### src/rtl/dhcpenc_pkg.sv
`timescale 1ns / 1ps
// dhcpenc_pkg: shared types, constants and checksum helpers for the
// dhcp reply ipv4/udp encapsulator; no dependencies
package dhcpenc_pkg;

  // result status codes
  typedef enum logic [1:0] {
    ST_OK        = 2'd0,
    ST_TOO_SHORT = 2'd1,
    ST_TOO_LONG  = 2'd2
  } status_t;

  // register indexes on the configuration port
  localparam logic REG_MIN_LEN = 1'b0;

  localparam int APB_ADDR_W = 3;
  localparam int APB_DATA_W = 32;

  localparam int          MAX_MESSAGE_BYTES_DEF = 1500;
  localparam int          QUEUE_DEPTH_DEF       = 2;
  localparam logic [10:0] MIN_LEN_RESET         = 11'd236;
  localparam int          MIN_LEN_W             = 11;
  localparam int          LEN_OUT_W             = 11;

  // running message sum width
  localparam int SUM_W = 27;
  // width of header sums before folding
  localparam int HSUM_W = 28;

  // message byte offsets of the captured fields
  localparam int FLAG_BYTE    = 10;
  localparam int YIADDR_BYTE  = 16;
  localparam int SIADDR_BYTE  = 20;
  localparam int ADDR_END     = 24;

  // header constants
  localparam int          UDP_HDR_BYTES = 8;
  localparam int          IP_HDR_BYTES  = 20;
  localparam logic [15:0] SERVER_PORT   = 16'd67;
  localparam logic [15:0] CLIENT_PORT   = 16'd68;
  localparam logic [15:0] PROTO_UDP     = 16'd17;
  localparam logic [15:0] IP_VER_IHL    = 16'h4500;
  localparam logic [31:0] ADDR_ALL_ONES = 32'hffff_ffff;

  // end-around carry fold of a header sum down to 16 bits
  function automatic logic [15:0] fold16(input logic [HSUM_W-1:0] s);
    logic [16:0] t;
    logic [16:0] u;
    t = {1'b0, s[15:0]} + 17'(s[HSUM_W-1:16]);
    u = {1'b0, t[15:0]} + 17'(t[16]);
    return u[15:0];
  endfunction

endpackage

### src/rtl/dhcpenc_fifo.sv
`timescale 1ns / 1ps
// dhcpenc_fifo: small flop-based queue between front and back
// no package dependencies; depth must be a power of two, at least 2
module dhcpenc_fifo #(
  parameter int WIDTH = 8,
  parameter int DEPTH = 2
) (
  input  logic             clk,
  input  logic             rst_n,
  input  logic             push,
  input  logic [WIDTH-1:0] push_data,
  input  logic             pop,
  output logic [WIDTH-1:0] pop_data,
  output logic             full,
  output logic             not_empty
);

  localparam int AW = $clog2(DEPTH);

  logic [WIDTH-1:0] mem_r [DEPTH];
  logic [AW-1:0]    wr_ptr_r, wr_ptr_nxt;
  logic [AW-1:0]    rd_ptr_r, rd_ptr_nxt;
  logic [AW:0]      count_r, count_nxt;

  assign full      = (count_r == (AW+1)'(DEPTH));
  assign not_empty = (count_r != '0);
  assign pop_data  = mem_r[rd_ptr_r];

  // pointer and fill count update
  always_comb begin
    wr_ptr_nxt = wr_ptr_r;
    rd_ptr_nxt = rd_ptr_r;
    count_nxt  = count_r;
    if (push) begin
      wr_ptr_nxt = wr_ptr_r + 1'b1;
    end
    if (pop) begin
      rd_ptr_nxt = rd_ptr_r + 1'b1;
    end
    if (push && !pop) begin
      count_nxt = count_r + 1'b1;
    end else if (pop && !push) begin
      count_nxt = count_r - 1'b1;
    end
  end

  always_ff @(posedge clk) begin
    if (!rst_n) begin
      wr_ptr_r <= '0;
      rd_ptr_r <= '0;
      count_r  <= '0;
    end else begin
      wr_ptr_r <= wr_ptr_nxt;
      rd_ptr_r <= rd_ptr_nxt;
      count_r  <= count_nxt;
    end
  end

  // entry storage
  always_ff @(posedge clk) begin
    if (push) begin
      mem_r[wr_ptr_r] <= push_data;
    end
  end

endmodule

### src/rtl/dhcpenc_front.sv
`timescale 1ns / 1ps
// dhcpenc_front: per-byte running sum, byte count and field capture;
// pushes one message summary per last byte; uses dhcpenc_pkg
module dhcpenc_front import dhcpenc_pkg::*; #(
  parameter  int MAX_MESSAGE_BYTES = MAX_MESSAGE_BYTES_DEF,
  localparam int CNT_W   = $clog2(MAX_MESSAGE_BYTES + 1),
  localparam int ENTRY_W = 2 + 32 + 32 + CNT_W + SUM_W + 8
) (
  input  logic                 clk,
  input  logic                 rst_n,
  input  logic                 in_valid,
  output logic                 in_stall,
  input  logic [7:0]           in_msg_byte,
  input  logic                 in_last,
  input  logic [MIN_LEN_W-1:0] min_len,
  input  logic                 q_full,
  output logic                 q_push,
  output logic [ENTRY_W-1:0]   q_data
);

  localparam int CMP_W = (CNT_W > MIN_LEN_W) ? CNT_W : MIN_LEN_W;

  logic [CNT_W-1:0] count_r, count_nxt;
  logic [SUM_W-1:0] sum_r, sum_nxt;
  logic [7:0]       pend_r, pend_nxt;
  logic             bcast_r, bcast_nxt;
  logic [31:0]      yi_r, yi_nxt;
  logic [31:0]      si_r, si_nxt;
  logic             ovf_r, ovf_nxt;

  logic             accept;
  status_t          status;
  logic [31:0]      dst;
  logic [7:0]       pad;

  assign in_stall = q_full;
  assign accept   = in_valid && !q_full;
  assign q_push   = accept && in_last;

  // byte update: capture fields, pair bytes into words, count; flag overflow at the maximum length
  always_comb begin
    count_nxt = count_r;
    sum_nxt   = sum_r;
    pend_nxt  = pend_r;
    bcast_nxt = bcast_r;
    yi_nxt    = yi_r;
    si_nxt    = si_r;
    ovf_nxt   = ovf_r;
    if (count_r == CNT_W'(MAX_MESSAGE_BYTES)) begin
      ovf_nxt = 1'b1;
    end else begin
      if (count_r == CNT_W'(FLAG_BYTE)) begin
        bcast_nxt = in_msg_byte[7];
      end else if (count_r >= CNT_W'(YIADDR_BYTE) && count_r < CNT_W'(SIADDR_BYTE)) begin
        yi_nxt = {yi_r[23:0], in_msg_byte};
      end else if (count_r >= CNT_W'(SIADDR_BYTE) && count_r < CNT_W'(ADDR_END)) begin
        si_nxt = {si_r[23:0], in_msg_byte};
      end
      if (!count_r[0]) begin
        pend_nxt = in_msg_byte;
      end else begin
        sum_nxt = sum_r + SUM_W'({pend_r, in_msg_byte});
      end
      count_nxt = count_r + 1'b1;
    end
  end

  // message summary for the back end
  always_comb begin
    if (ovf_nxt) begin
      status = ST_TOO_LONG;
    end else if (CMP_W'(count_nxt) < CMP_W'(min_len)) begin
      status = ST_TOO_SHORT;
    end else begin
      status = ST_OK;
    end
    dst    = bcast_nxt ? ADDR_ALL_ONES : yi_nxt;
    pad    = count_nxt[0] ? pend_nxt : 8'h00;
    q_data = {status, si_nxt, dst, count_nxt, sum_nxt, pad};
  end

  // message state, cleared after each last byte
  always_ff @(posedge clk) begin
    if (!rst_n) begin
      count_r <= '0;
      sum_r   <= '0;
      pend_r  <= '0;
      bcast_r <= 1'b0;
      yi_r    <= '0;
      si_r    <= '0;
      ovf_r   <= 1'b0;
    end else if (accept) begin
      if (in_last) begin
        count_r <= '0;
        sum_r   <= '0;
        pend_r  <= '0;
        bcast_r <= 1'b0;
        yi_r    <= '0;
        si_r    <= '0;
        ovf_r   <= 1'b0;
      end else begin
        count_r <= count_nxt;
        sum_r   <= sum_nxt;
        pend_r  <= pend_nxt;
        bcast_r <= bcast_nxt;
        yi_r    <= yi_nxt;
        si_r    <= si_nxt;
        ovf_r   <= ovf_nxt;
      end
    end
  end

endmodule

### src/rtl/dhcpenc_back.sv
`timescale 1ns / 1ps
// dhcpenc_back: three-stage header builder (partial sums, header sums,
// fold and output register); uses dhcpenc_pkg
module dhcpenc_back import dhcpenc_pkg::*; #(
  parameter  int MAX_MESSAGE_BYTES = MAX_MESSAGE_BYTES_DEF,
  localparam int CNT_W   = $clog2(MAX_MESSAGE_BYTES + 1),
  localparam int ENTRY_W = 2 + 32 + 32 + CNT_W + SUM_W + 8
) (
  input  logic                 clk,
  input  logic                 rst_n,
  input  logic                 q_not_empty,
  input  logic [ENTRY_W-1:0]   q_data,
  output logic                 q_pop,
  output logic                 out_valid,
  input  logic                 out_stall,
  output logic [1:0]           out_status,
  output logic [31:0]          out_ip_source,
  output logic [31:0]          out_ip_destination,
  output logic [LEN_OUT_W-1:0] out_ip_total_length,
  output logic [LEN_OUT_W-1:0] out_udp_length,
  output logic [15:0]          out_ip_header_checksum,
  output logic [15:0]          out_udp_checksum
);

  localparam int LEN_W  = CNT_W + 2;
  localparam int ISUM_W = 20;

  // unpacked queue entry
  logic [1:0]       q_status;
  logic [31:0]      q_src;
  logic [31:0]      q_dst;
  logic [CNT_W-1:0] q_count;
  logic [SUM_W-1:0] q_sum;
  logic [7:0]       q_pad;

  logic advance;

  // stage a: address and message partial sums
  logic              a_v_r;
  status_t           a_status_r;
  logic [31:0]       a_src_r, a_dst_r;
  logic [LEN_W-1:0]  a_ulen_r, a_iplen_r;
  logic [HSUM_W-1:0] a_msg_r;
  logic [17:0]       a_addr_r;

  // stage b: full header sums
  logic              b_v_r;
  status_t           b_status_r;
  logic [31:0]       b_src_r, b_dst_r;
  logic [LEN_W-1:0]  b_ulen_r, b_iplen_r;
  logic [HSUM_W-1:0] b_usum_r;
  logic [ISUM_W-1:0] b_isum_r;

  // output register
  logic                 out_valid_r;
  logic [1:0]           status_r;
  logic [31:0]          src_r, dst_r;
  logic [LEN_OUT_W-1:0] iplen_r, ulen_r;
  logic [15:0]          ics_r, ucs_r;

  logic [15:0] ucs_fold;
  logic [15:0] ics_fold;
  logic [15:0] ucs_val;
  logic        b_ok;

  assign {q_status, q_src, q_dst, q_count, q_sum, q_pad} = q_data;

  // whole pipeline moves unless a held result is stalled
  assign advance = !out_valid_r || !out_stall;
  assign q_pop   = q_not_empty && advance;

  always_ff @(posedge clk) begin
    if (!rst_n) begin
      a_v_r       <= 1'b0;
      b_v_r       <= 1'b0;
      out_valid_r <= 1'b0;
    end else if (advance) begin
      a_v_r       <= q_pop;
      b_v_r       <= a_v_r;
      out_valid_r <= b_v_r;
    end
  end

  // stage a payload
  always_ff @(posedge clk) begin
    if (q_pop) begin
      a_status_r <= status_t'(q_status);
      a_src_r    <= q_src;
      a_dst_r    <= q_dst;
      a_ulen_r   <= LEN_W'(q_count) + LEN_W'(UDP_HDR_BYTES);
      a_iplen_r  <= LEN_W'(q_count) + LEN_W'(UDP_HDR_BYTES + IP_HDR_BYTES);
      a_msg_r    <= HSUM_W'(q_sum) + HSUM_W'({q_pad, 8'h00});
      a_addr_r   <= 18'(q_src[31:16]) + 18'(q_src[15:0])
                  + 18'(q_dst[31:16]) + 18'(q_dst[15:0]);
    end
  end

  // stage b payload
  always_ff @(posedge clk) begin
    if (advance && a_v_r) begin
      b_status_r <= a_status_r;
      b_src_r    <= a_src_r;
      b_dst_r    <= a_dst_r;
      b_ulen_r   <= a_ulen_r;
      b_iplen_r  <= a_iplen_r;
      // pseudo-header, udp header with zero checksum field, message
      b_usum_r   <= HSUM_W'(a_addr_r) + a_msg_r
                  + HSUM_W'(PROTO_UDP + SERVER_PORT + CLIENT_PORT)
                  + HSUM_W'({a_ulen_r, 1'b0});
      b_isum_r   <= ISUM_W'(IP_VER_IHL + PROTO_UDP) + ISUM_W'(a_iplen_r)
                  + ISUM_W'(a_addr_r);
    end
  end

  // fold, complement, zero checksum substitution
  always_comb begin
    ucs_fold = ~fold16(b_usum_r);
    ics_fold = ~fold16(HSUM_W'(b_isum_r));
    ucs_val  = (ucs_fold == 16'h0000) ? 16'hffff : ucs_fold;
    b_ok     = (b_status_r == ST_OK);
  end

  // output register, error results carry zero fields
  always_ff @(posedge clk) begin
    if (advance && b_v_r) begin
      status_r <= b_status_r;
      src_r    <= b_ok ? b_src_r : '0;
      dst_r    <= b_ok ? b_dst_r : '0;
      iplen_r  <= b_ok ? LEN_OUT_W'(b_iplen_r) : '0;
      ulen_r   <= b_ok ? LEN_OUT_W'(b_ulen_r) : '0;
      ics_r    <= b_ok ? ics_fold : '0;
      ucs_r    <= b_ok ? ucs_val : '0;
    end
  end

  assign out_valid              = out_valid_r;
  assign out_status             = status_r;
  assign out_ip_source          = src_r;
  assign out_ip_destination     = dst_r;
  assign out_ip_total_length    = iplen_r;
  assign out_udp_length         = ulen_r;
  assign out_ip_header_checksum = ics_r;
  assign out_udp_checksum       = ucs_r;

endmodule

### src/rtl/dhcp_reply_ipv4_udp_encapsulator_unit.sv
`timescale 1ns / 1ps
// dhcp_reply_ipv4_udp_encapsulator_unit: top level with config register,
// front byte accumulator, summary queue and header back end; uses dhcpenc_pkg
//
//  channel | ports                                     | transfer when
//  --------+-------------------------------------------+------------------------------
//  in      | in_valid in_stall in_msg_byte in_last     | in_valid && !in_stall
//  out     | out_valid out_stall out_status out_ip_*.. | out_valid && !out_stall
//  config  | psel penable pwrite paddr pwdata prdata   | psel && penable && pwrite
//
// one message byte per cycle while in_stall is low; the front updates sum, count and
// field capture per accepted byte, and a result then passes the summary queue, stage
// a, stage b and the output register. reset (rst_n low, synchronous) clears message
// state, queue and pipeline and sets min_message_length to 236. in_stall rises only
// when the summary queue is full, which happens when out_stall holds back results.
module dhcp_reply_ipv4_udp_encapsulator_unit import dhcpenc_pkg::*; #(
  parameter int MAX_MESSAGE_BYTES = MAX_MESSAGE_BYTES_DEF,
  parameter int QUEUE_DEPTH       = QUEUE_DEPTH_DEF
) (
  input  logic                  clk,
  input  logic                  rst_n,
  input  logic                  in_valid,
  output logic                  in_stall,
  input  logic [7:0]            in_msg_byte,
  input  logic                  in_last,
  output logic                  out_valid,
  input  logic                  out_stall,
  output logic [1:0]            out_status,
  output logic [31:0]           out_ip_source,
  output logic [31:0]           out_ip_destination,
  output logic [LEN_OUT_W-1:0]  out_ip_total_length,
  output logic [LEN_OUT_W-1:0]  out_udp_length,
  output logic [15:0]           out_ip_header_checksum,
  output logic [15:0]           out_udp_checksum,
  input  logic                  psel,
  input  logic                  penable,
  input  logic                  pwrite,
  input  logic [APB_ADDR_W-1:0] paddr,
  input  logic [APB_DATA_W-1:0] pwdata,
  output logic [APB_DATA_W-1:0] prdata,
  output logic                  pready
);

  localparam int CNT_W   = $clog2(MAX_MESSAGE_BYTES + 1);
  localparam int ENTRY_W = 2 + 32 + 32 + CNT_W + SUM_W + 8;

  logic [MIN_LEN_W-1:0] min_len_r;
  logic                 reg_index;
  logic                 cfg_wr;

  logic               q_push, q_pop, q_full, q_not_empty;
  logic [ENTRY_W-1:0] q_wdata, q_rdata;

  // configuration register
  assign pready    = 1'b1;
  assign reg_index = paddr[2];
  assign cfg_wr    = psel && penable && pwrite && (reg_index == REG_MIN_LEN);
  assign prdata    = (reg_index == REG_MIN_LEN) ? APB_DATA_W'(min_len_r) : '0;

  always_ff @(posedge clk) begin
    if (!rst_n) begin
      min_len_r <= MIN_LEN_RESET;
    end else if (cfg_wr) begin
      min_len_r <= pwdata[MIN_LEN_W-1:0];
    end
  end

  dhcpenc_front #(
    .MAX_MESSAGE_BYTES(MAX_MESSAGE_BYTES)
  ) u_front (
    .clk        (clk),
    .rst_n      (rst_n),
    .in_valid   (in_valid),
    .in_stall   (in_stall),
    .in_msg_byte(in_msg_byte),
    .in_last    (in_last),
    .min_len    (min_len_r),
    .q_full     (q_full),
    .q_push     (q_push),
    .q_data     (q_wdata)
  );

  dhcpenc_fifo #(
    .WIDTH(ENTRY_W),
    .DEPTH(QUEUE_DEPTH)
  ) u_queue (
    .clk      (clk),
    .rst_n    (rst_n),
    .push     (q_push),
    .push_data(q_wdata),
    .pop      (q_pop),
    .pop_data (q_rdata),
    .full     (q_full),
    .not_empty(q_not_empty)
  );

  dhcpenc_back #(
    .MAX_MESSAGE_BYTES(MAX_MESSAGE_BYTES)
  ) u_back (
    .clk                   (clk),
    .rst_n                 (rst_n),
    .q_not_empty           (q_not_empty),
    .q_data                (q_rdata),
    .q_pop                 (q_pop),
    .out_valid             (out_valid),
    .out_stall             (out_stall),
    .out_status            (out_status),
    .out_ip_source         (out_ip_source),
    .out_ip_destination    (out_ip_destination),
    .out_ip_total_length   (out_ip_total_length),
    .out_udp_length        (out_udp_length),
    .out_ip_header_checksum(out_ip_header_checksum),
    .out_udp_checksum      (out_udp_checksum)
  );

endmodule

### config.mk
export PLATFORM = sky130hd
export DESIGN_NAME = dhcp_reply_ipv4_udp_encapsulator_unit
export DESIGN_NICKNAME = d
export VERILOG_FILES = /design/src/rtl/dhcpenc_pkg.sv /design/src/rtl/dhcpenc_fifo.sv /design/src/rtl/dhcpenc_front.sv /design/src/rtl/dhcpenc_back.sv /design/src/rtl/dhcp_reply_ipv4_udp_encapsulator_unit.sv
export SDC_FILE = /design/constraint.sdc
export NUM_CORES = 1
export LEC_CHECK = 0
export BUFFER_PORTS_ARGS = -buffer_cell sky130_fd_sc_hd__buf_2
export CORE_MARGIN = 2
export CORE_UTILIZATION = 55
export CTS_CLUSTER_DIAMETER = 120
export CTS_CLUSTER_SIZE = 8
export DETAILED_ROUTE_END_ITERATION = 7
export PLACE_DENSITY = 0.72
export SLEW_MARGIN = 5
export SYNTH_ARGS = -nofsm -noshare
export SYNTH_HDL_FRONTEND = slang
export SYNTH_HIERARCHICAL = 1
export SYNTH_SLANG_ARGS = --single-unit
### constraint.sdc
create_clock -name clk -period 15.65 [get_ports clk]
set_input_delay 4.695 -clock clk [delete_from_list [all_inputs] [get_ports clk]]
set_output_delay 4.695 -clock clk [all_outputs]
set_load 0.02 [all_outputs]
==> results of run 1 <==
[how the worst max path moves through the flow]
stage / start / to / depth (start not counted)
4_1_cts: paddr[2] / prdata[8] / 3
6_report: paddr[2] / prdata[8] / 3
3_5_place_dp: paddr[2] / prdata[8] / 3
3_3_place_gp: paddr[2] / prdata[8] / 3
5_1_grt: paddr[2] / prdata[8] / 3
2_1_floorplan: in_last / u_queue/mem_r[0][0] / 4
[registers in the layout, summed over array words and instances (netlist names), 16 cells and up, named ones only]
register and cells:
u_back/b_src_r 32, u_back/out_ip_source 32, u_back/b_isum_r 19, u_front/si_r 32, u_back/a_src_r 32, u_back/out_ip_destination 32
u_queue/mem_r 224, u_back/b_dst_r 32, u_front/yi_r 32, u_back/a_dst_r 32, u_back/b_usum_r 28, u_back/a_msg_r 28
u_back/out_udp_checksum 16, u_front/sum_r 27, u_back/a_addr_r 18, u_back/out_ip_header_checksum 16
[per-layer routing]
layer,vias up,track usage (%)
met3,118,3.308
met4,2,7.473
met5,-,0
met1,10010,31.21
met2,610,34.52
li1,9736,-
[cell type report]
type,count,area share (%)
timing repair buffer,178,2.456
tap,837,2.712
multi-input combinational,1658,32.28
clock inverter,5,0.3013
clock buffer,152,7.151
sequential,740,54.16
inverter,97,0.9429
[cell usage after synthesis (10+ instances only)]
cell type / count
a21o_1: 16
a21oi_1: 72
a22oi_1: 88
a31oi_1: 10
and2_1: 98
and3_1: 29
buf_2: 16
buf_4: 35
clkbuf_1: 68
dfxtp_1: 131
edfxtp_1: 609
fa_1: 50
ha_1: 146
inv_1: 96
mux2_2: 114
mux2_4: 30
mux2i_1: 16
nand2_1: 185
nand2b_1: 16
nand3_1: 81
nand4_1: 18
nor2_1: 204
nor2b_1: 34
nor3_1: 21
o21a_1: 13
o21ai_0: 66
or2_2: 13
or3_1: 13
xnor2_1: 103
xor2_1: 57
[power by group through the flow]
stage / logic (mW) / clock network [mW] / registers [mW]
after floorplan: 2.40 / 0 / 2.99
after global placement: 3.10 / 0 / 2.99
after detailed placement: 3.18 / 0 / 3.00
after CTS: 3.22 / 2.03 / 2.97
after global routing: 3.57 / 2.11 / 3.00
final: 3.22 / 1.99 / 2.97
[critical path, delay by kind of cell]
kind,cells,cell delay (ns)
AND/OR/NAND/NOR,1,0.20
buffers and inverters,2,0.34
[kinds of logic after synthesis]
kind of cell,Yosys count,synth area share (%)
flip-flops,740,61.03
multiplexers,160,5.529
AO/OA/AOI/OAI,365,7.212
XOR/XNOR,160,4.090
other,2,0.02192
buffers and inverters,222,3.009
adder cells (fa/ha/maj),196,8.253
AND/OR/NAND/NOR,755,10.86
==> metrics.txt, run 1 <==
RSZ-0062 raised after global routing=false; row count=91; startpoint class of the critical path=input port; Die Ht=approximately 250 µm; Synth area leader=edfxtp_1; post-synthesis async set-or-reset flop share=0%; Worst slew margin=roughly 16%; period utilization=63.45%; port bufs=160; Pleak=approximately 15 nW; Max Cap Viol=0; I/O Pins=between 200 and 250; Layout Skew=0.03639 ns; Post-synth EDFFs=between 600 and 700; Worst-Skew Late Latency=about 0.66 ns; antenna fix cells=0; antenna violations before repair=2; Final Max Slew Viols=0; HPWL Detailed=48450 µm; final setup vio count=0; Post-synth top flop=edfxtp_1; DR vias=a little over 20000; final hold vios=0; slowest library cell on the worst path=and2b_1; Avg WL per Cell=19.21 µm; pre-CTS setup slack=between 5 and 6 ns; Netlist cell types=91; total global-route track usage=around 22%; Sw Share=35.19%; DR iter-0 viols=around 1700; r2r endpoint=u_back/a_addr_r[15]; Post-Synthesis Cells=2600; footprint of the multi-input gates=0.01246 mm²; Post-CTS Setup Inserts=0; cts bufs inserted=around 100; Required @ worst endpoint=around 11 ns; Setup crit end kind=output port; Final WS setup=about 5.7 ns; Reg area=roughly 0.021 mm²; top cells by area, synth=edfxtp_1 53%, dfxtp_1 7.7%, ha_1 5.3%; register bit total from synthesis=740; share of cells above drive strength 1=between 10% and 20%; post-CTS resize count=0; Int Pwr=approximately 5.3 mW; DR vias/cell=5.584; CP arrival=about 5.2 ns; Worst Hold Launch=u_back/a_src_r[21]; slew of the pin with the lowest slew margin=about 1.3 ns; fillers=4451; vias in the first global route=roughly 20000; CP Cell Sequence=buf_2, and2b_1, buf_2; VDD IR-drop max=165.6 µV; Initial Util=55.63%; top cell type's share of synthesized area=53.37%; Layout Nets=just over 3000; Net Switching=approximately 2.9 mW; routed length on met1=around 32000 µm; area delta synth->final=12.70%; Gate power share=between 30% and 40%; Finished Layout Cells=3667; Tot Pwr=roughly 8.2 mW; DR WL met3=4237 µm; setup_tns=0 ns; DP Area=around 0.036 mm²; # hold bufs at CTS=0; Worst Hold Depth=0; clk slew on worst S/H paths=approximately 0.05 ns; final wirelength=70430 µm; routability cong.=around 0.86; CTS tree=yes; clock share of power=between 20 and 25%; crit-path max cell delay=~0.20 ns; Post-DRT Antenna Nets=0; Reg power frac=36.3%; largest fanout on the critical path=12; commonest non-fill, non-tap cell in the layout=edfxtp_1; die width=between 200 and 300 µm; Cell Pwr Density=~210 mW/mm²; sequential fraction of the synthesis area=between 60% and 70%; Reg2Reg Depth=16; outcome=complete, no violations; Syn Area/Cell=about 13 µm²; Worst Hold Class=reg2reg; clock sinks=740; Final Util=a little over three fifths; Max Clk Rate=between 0.1 and 0.15 GHz; H-tree levels=3; DRT Pass-1 Iters=5; gr ovfl total=0; r2r setup slk=around 10 ns; DIE AREA=0.06431 mm²; Worst Hold Path EP=u_back/b_src_r[21]; Final min period=around 10 ns; worst hold slack=~0.4 ns; design area=0.03861 mm²; largest net degree at the start of global routing=roughly 110; crit path kind=in2out; Cell Count Post-Placement=3510; WL met2=between 30000 and 40000 µm; core area=approximately 0.062 mm²; synthesized area=between 0.03 and 0.04 mm²; max layer used=met5; Most Frequent Cell on Critical Path=buf_2; first-pass GRT wire length=roughly 110000 µm; YS warnings=6; DRC Markers=0; most frequent cells in the layout=609 x edfxtp_1, 201 x nor2_1, 185 x nand2_1; Root Driver=clkbuf_16; CTS max path bufs=3
Power figures use the tool's default switching activity.
==> run 2: changes to the inputs <==
Clock period 15.65 ns to 9.5 ns, I/O delays scaled along.
==> run 2 against run 1 <==
Effect of this change: sequential share of layout area is 0.11 points lower; via count grew 0.86%; clock skew down 0.0085 ns; first-iteration DRC count grew 11%; largest cell class unchanged; sequential cell count is the same.
==> metrics.txt, run 2 (synthesis gave the netlist of run 1 again) <==
outcome=complete, no violations (unchanged); DR vias/cell=5.631 (was 5.584); Root Driver=clkbuf_16 (unchanged); startpoint class of the critical path=input port (unchanged); area delta synth->final=12.92% (was 12.70%); clock sinks=740 (unchanged); die width=253.6 µm (unchanged); clk slew on worst S/H paths=0.05 ns (about the same); DIE AREA=0.06431 mm² (unchanged); final wirelength=71540 µm (was 70430 µm); H-tree levels=3 (unchanged); Required @ worst endpoint=6.65 ns (was 10.96 ns); CTS tree=yes (unchanged); total global-route track usage=22.19% (was 21.90%); Reg power frac=36.4% (was 36.3%); Gate power share=39.0% (was 39.4%); I/O Pins=206 (unchanged); HPWL Detailed=49060 µm (was 48450 µm); Cell Pwr Density=349.3 mW/mm² (was 211.9 mW/mm²); Most Frequent Cell on Critical Path=buf_2 (unchanged); setup_tns=0 ns (unchanged); Worst slew margin=25.00% (was 15.69%); most frequent cells in the layout=609 x edfxtp_1, 201 x nor2_1, 185 x nand2_1 (unchanged); VDD IR-drop max=224.4 µV (was 165.6 µV); CP arrival=3.39 ns (was 5.23 ns); crit-path max cell delay=0.20 ns (about the same); DRC Markers=0 (unchanged); port bufs=160 (unchanged); slowest library cell on the worst path=buf_2 (was and2b_1); Buf+Inv Stages, Crit Path=2 (unchanged); DP Area=0.03574 mm² (unchanged); core area=0.06160 mm² (unchanged); Final Max Slew Viols=0 (unchanged); Worst Hold Class=reg2reg (unchanged); post-CTS resize count=0 (unchanged); antenna fix cells=0 (unchanged); Avg WL per Cell=19.50 µm (was 19.21 µm); Max Cap Viol=0 (unchanged); crit path kind=in2out (unchanged); final hold vios=0 (unchanged); final setup vio count=0 (unchanged); clock share of power=24.6% (was 24.3%); period utilization=65.72%; CTS max path bufs=3 (unchanged); Final min period=6.243 ns; Setup crit end kind=output port (unchanged); Worst-Skew Late Latency=0.65 ns (was 0.66 ns); Initial Util=55.63% (unchanged); first-pass GRT wire length=109800 µm (was 108200 µm); antenna violations before repair=5 (was 2); r2r setup slk=4.19 ns (was 10.41 ns); Net Switching=4.770 mW (was 2.879 mW); design area=0.03869 mm² (was 0.03861 mm²); Tot Pwr=13.52 mW (was 8.181 mW); Layout Skew=0.02793 ns (was 0.03639 ns); cts bufs inserted=102 (unchanged); Sw Share=35.30% (was 35.19%); routability cong.=0.8531 (was 0.8631); Int Pwr=8.745 mW (was 5.302 mW); crit-path leading delay family=buffers and inverters (unchanged); # hold bufs at CTS=0 (unchanged); most flop-heavy register=u_queue/mem_r (unchanged); largest fanout on the critical path=12 (unchanged); largest net degree at the start of global routing=97 (was 113); CP Cell Sequence=buf_2, and2b_1, buf_2 (unchanged); Max Clk Rate=0.1602 GHz; commonest non-fill, non-tap cell in the layout=edfxtp_1 (unchanged); RSZ-0062 raised after global routing=false (unchanged); vias in the first global route=19870 (was 19785); fillers=4440 (was 4451); DR iter-0 viols=1875 (was 1695); max FFs per register=224 (unchanged); Post-CTS Setup Inserts=0 (unchanged); DRT Pass-1 Iters=6 (was 5); DR vias=20653 (was 20476); row count=91 (unchanged); gr ovfl total=0 (unchanged); Post-DRT Antenna Nets=0 (unchanged); Die Ht=253.6 µm (unchanged); Layout Nets=3024 (unchanged); Pleak=14.63 nW (was 14.61 nW); slew of the pin with the lowest slew margin=1.125 ns (was 1.263 ns); share of cells above drive strength 1=17.38% (was 17.31%)
==> run 2: changes by cell type in the layout (fill, tap and decap cells not counted) <==
cell	change
clkbuf_1	-1
clkinv_16	+3
nor2_2	-1
clkbuf_16	+1
inv_16	-2
nor2_4	+1
==> run 2: layer usage <==
| layer | vias up | share of wire (%) | GRT usage, % |
|---|---|---|---|
| met4 | 8 | 2.1 | 7.320 |
| li1 | 9752 | - | - |
| met5 | - | 0.064 | 0 |
| met2 | 667 | 46 | 35.00 |
| met3 | 114 | 5.9 | 3.267 |
| met1 | 10112 | 45 | 31.79 |
==> run 2: worst reg2reg max path, delay by kind of cell, from the launching register on <==
kind | cells | cell delay (ns)
muxes | 1 | 0.54
and+or+nand+nor | 2 | 0.30
AOI/OAI and AO/OA | 6 | 1.25
DFF | 1 | 0.72
buffers and inverters | 1 | 0.75
xor gates and xnor gates | 1 | 0.11
adders and majority gates | 3 | 1.39
==> run 2: layout make-up <==
type / count / area (µm²) / share of cell area, %
timing repair buffer: 178 / 948.4 / 2.451
clock buffer: 152 / 2783 / 7.192
clock inverter: 6 / 166.4 / 0.4301
multi-input combinational: 1658 / 12470 / 32.23
inverter: 97 / 364.1 / 0.9410
sequential: 740 / 20910 / 54.05
tap: 837 / 1047 / 2.707
==> run 2: power by group through the flow <==
stage,Sequential [mW],Clock [mW],Combinational [mW]
after floorplan,4.92,0,3.96
after global placement,4.96,0,5.12
after detailed placement,4.98,0,5.23
after CTS,4.93,3.39,5.27
after global routing,4.98,3.51,5.84
final,4.92,3.32,5.27
==> run 2: path summary, 6_finish.rpt <==
| kind | startpoint | to | depth (start not counted) |
|---|---|---|---|
| worst max-delay path | paddr[2] | prdata[8] | 3 |
| worst min-delay path | u_back/a_src_r[19] | u_back/b_src_r[19] | 0 |
| worst max register to register | flop | u_back/a_addr_r[15] | 14 |
| worst min register to register | u_back/a_src_r[19] | u_back/b_src_r[19] | 0 |
==> run 2: stage by stage <==
stage	hold slack, ns	worst slack, ns	util (%)	instances
after CTS	0.4128	3.256	62.80	3668
after global routing	0.4185	3.238	62.81	3668
final	0.4119	3.257	62.81	3668
after floorplan	0.4003	0.6024	-	2620
after global placement	0.4016	3.271	58.02	3510
after detailed placement	0.4045	3.256	58.02	3510
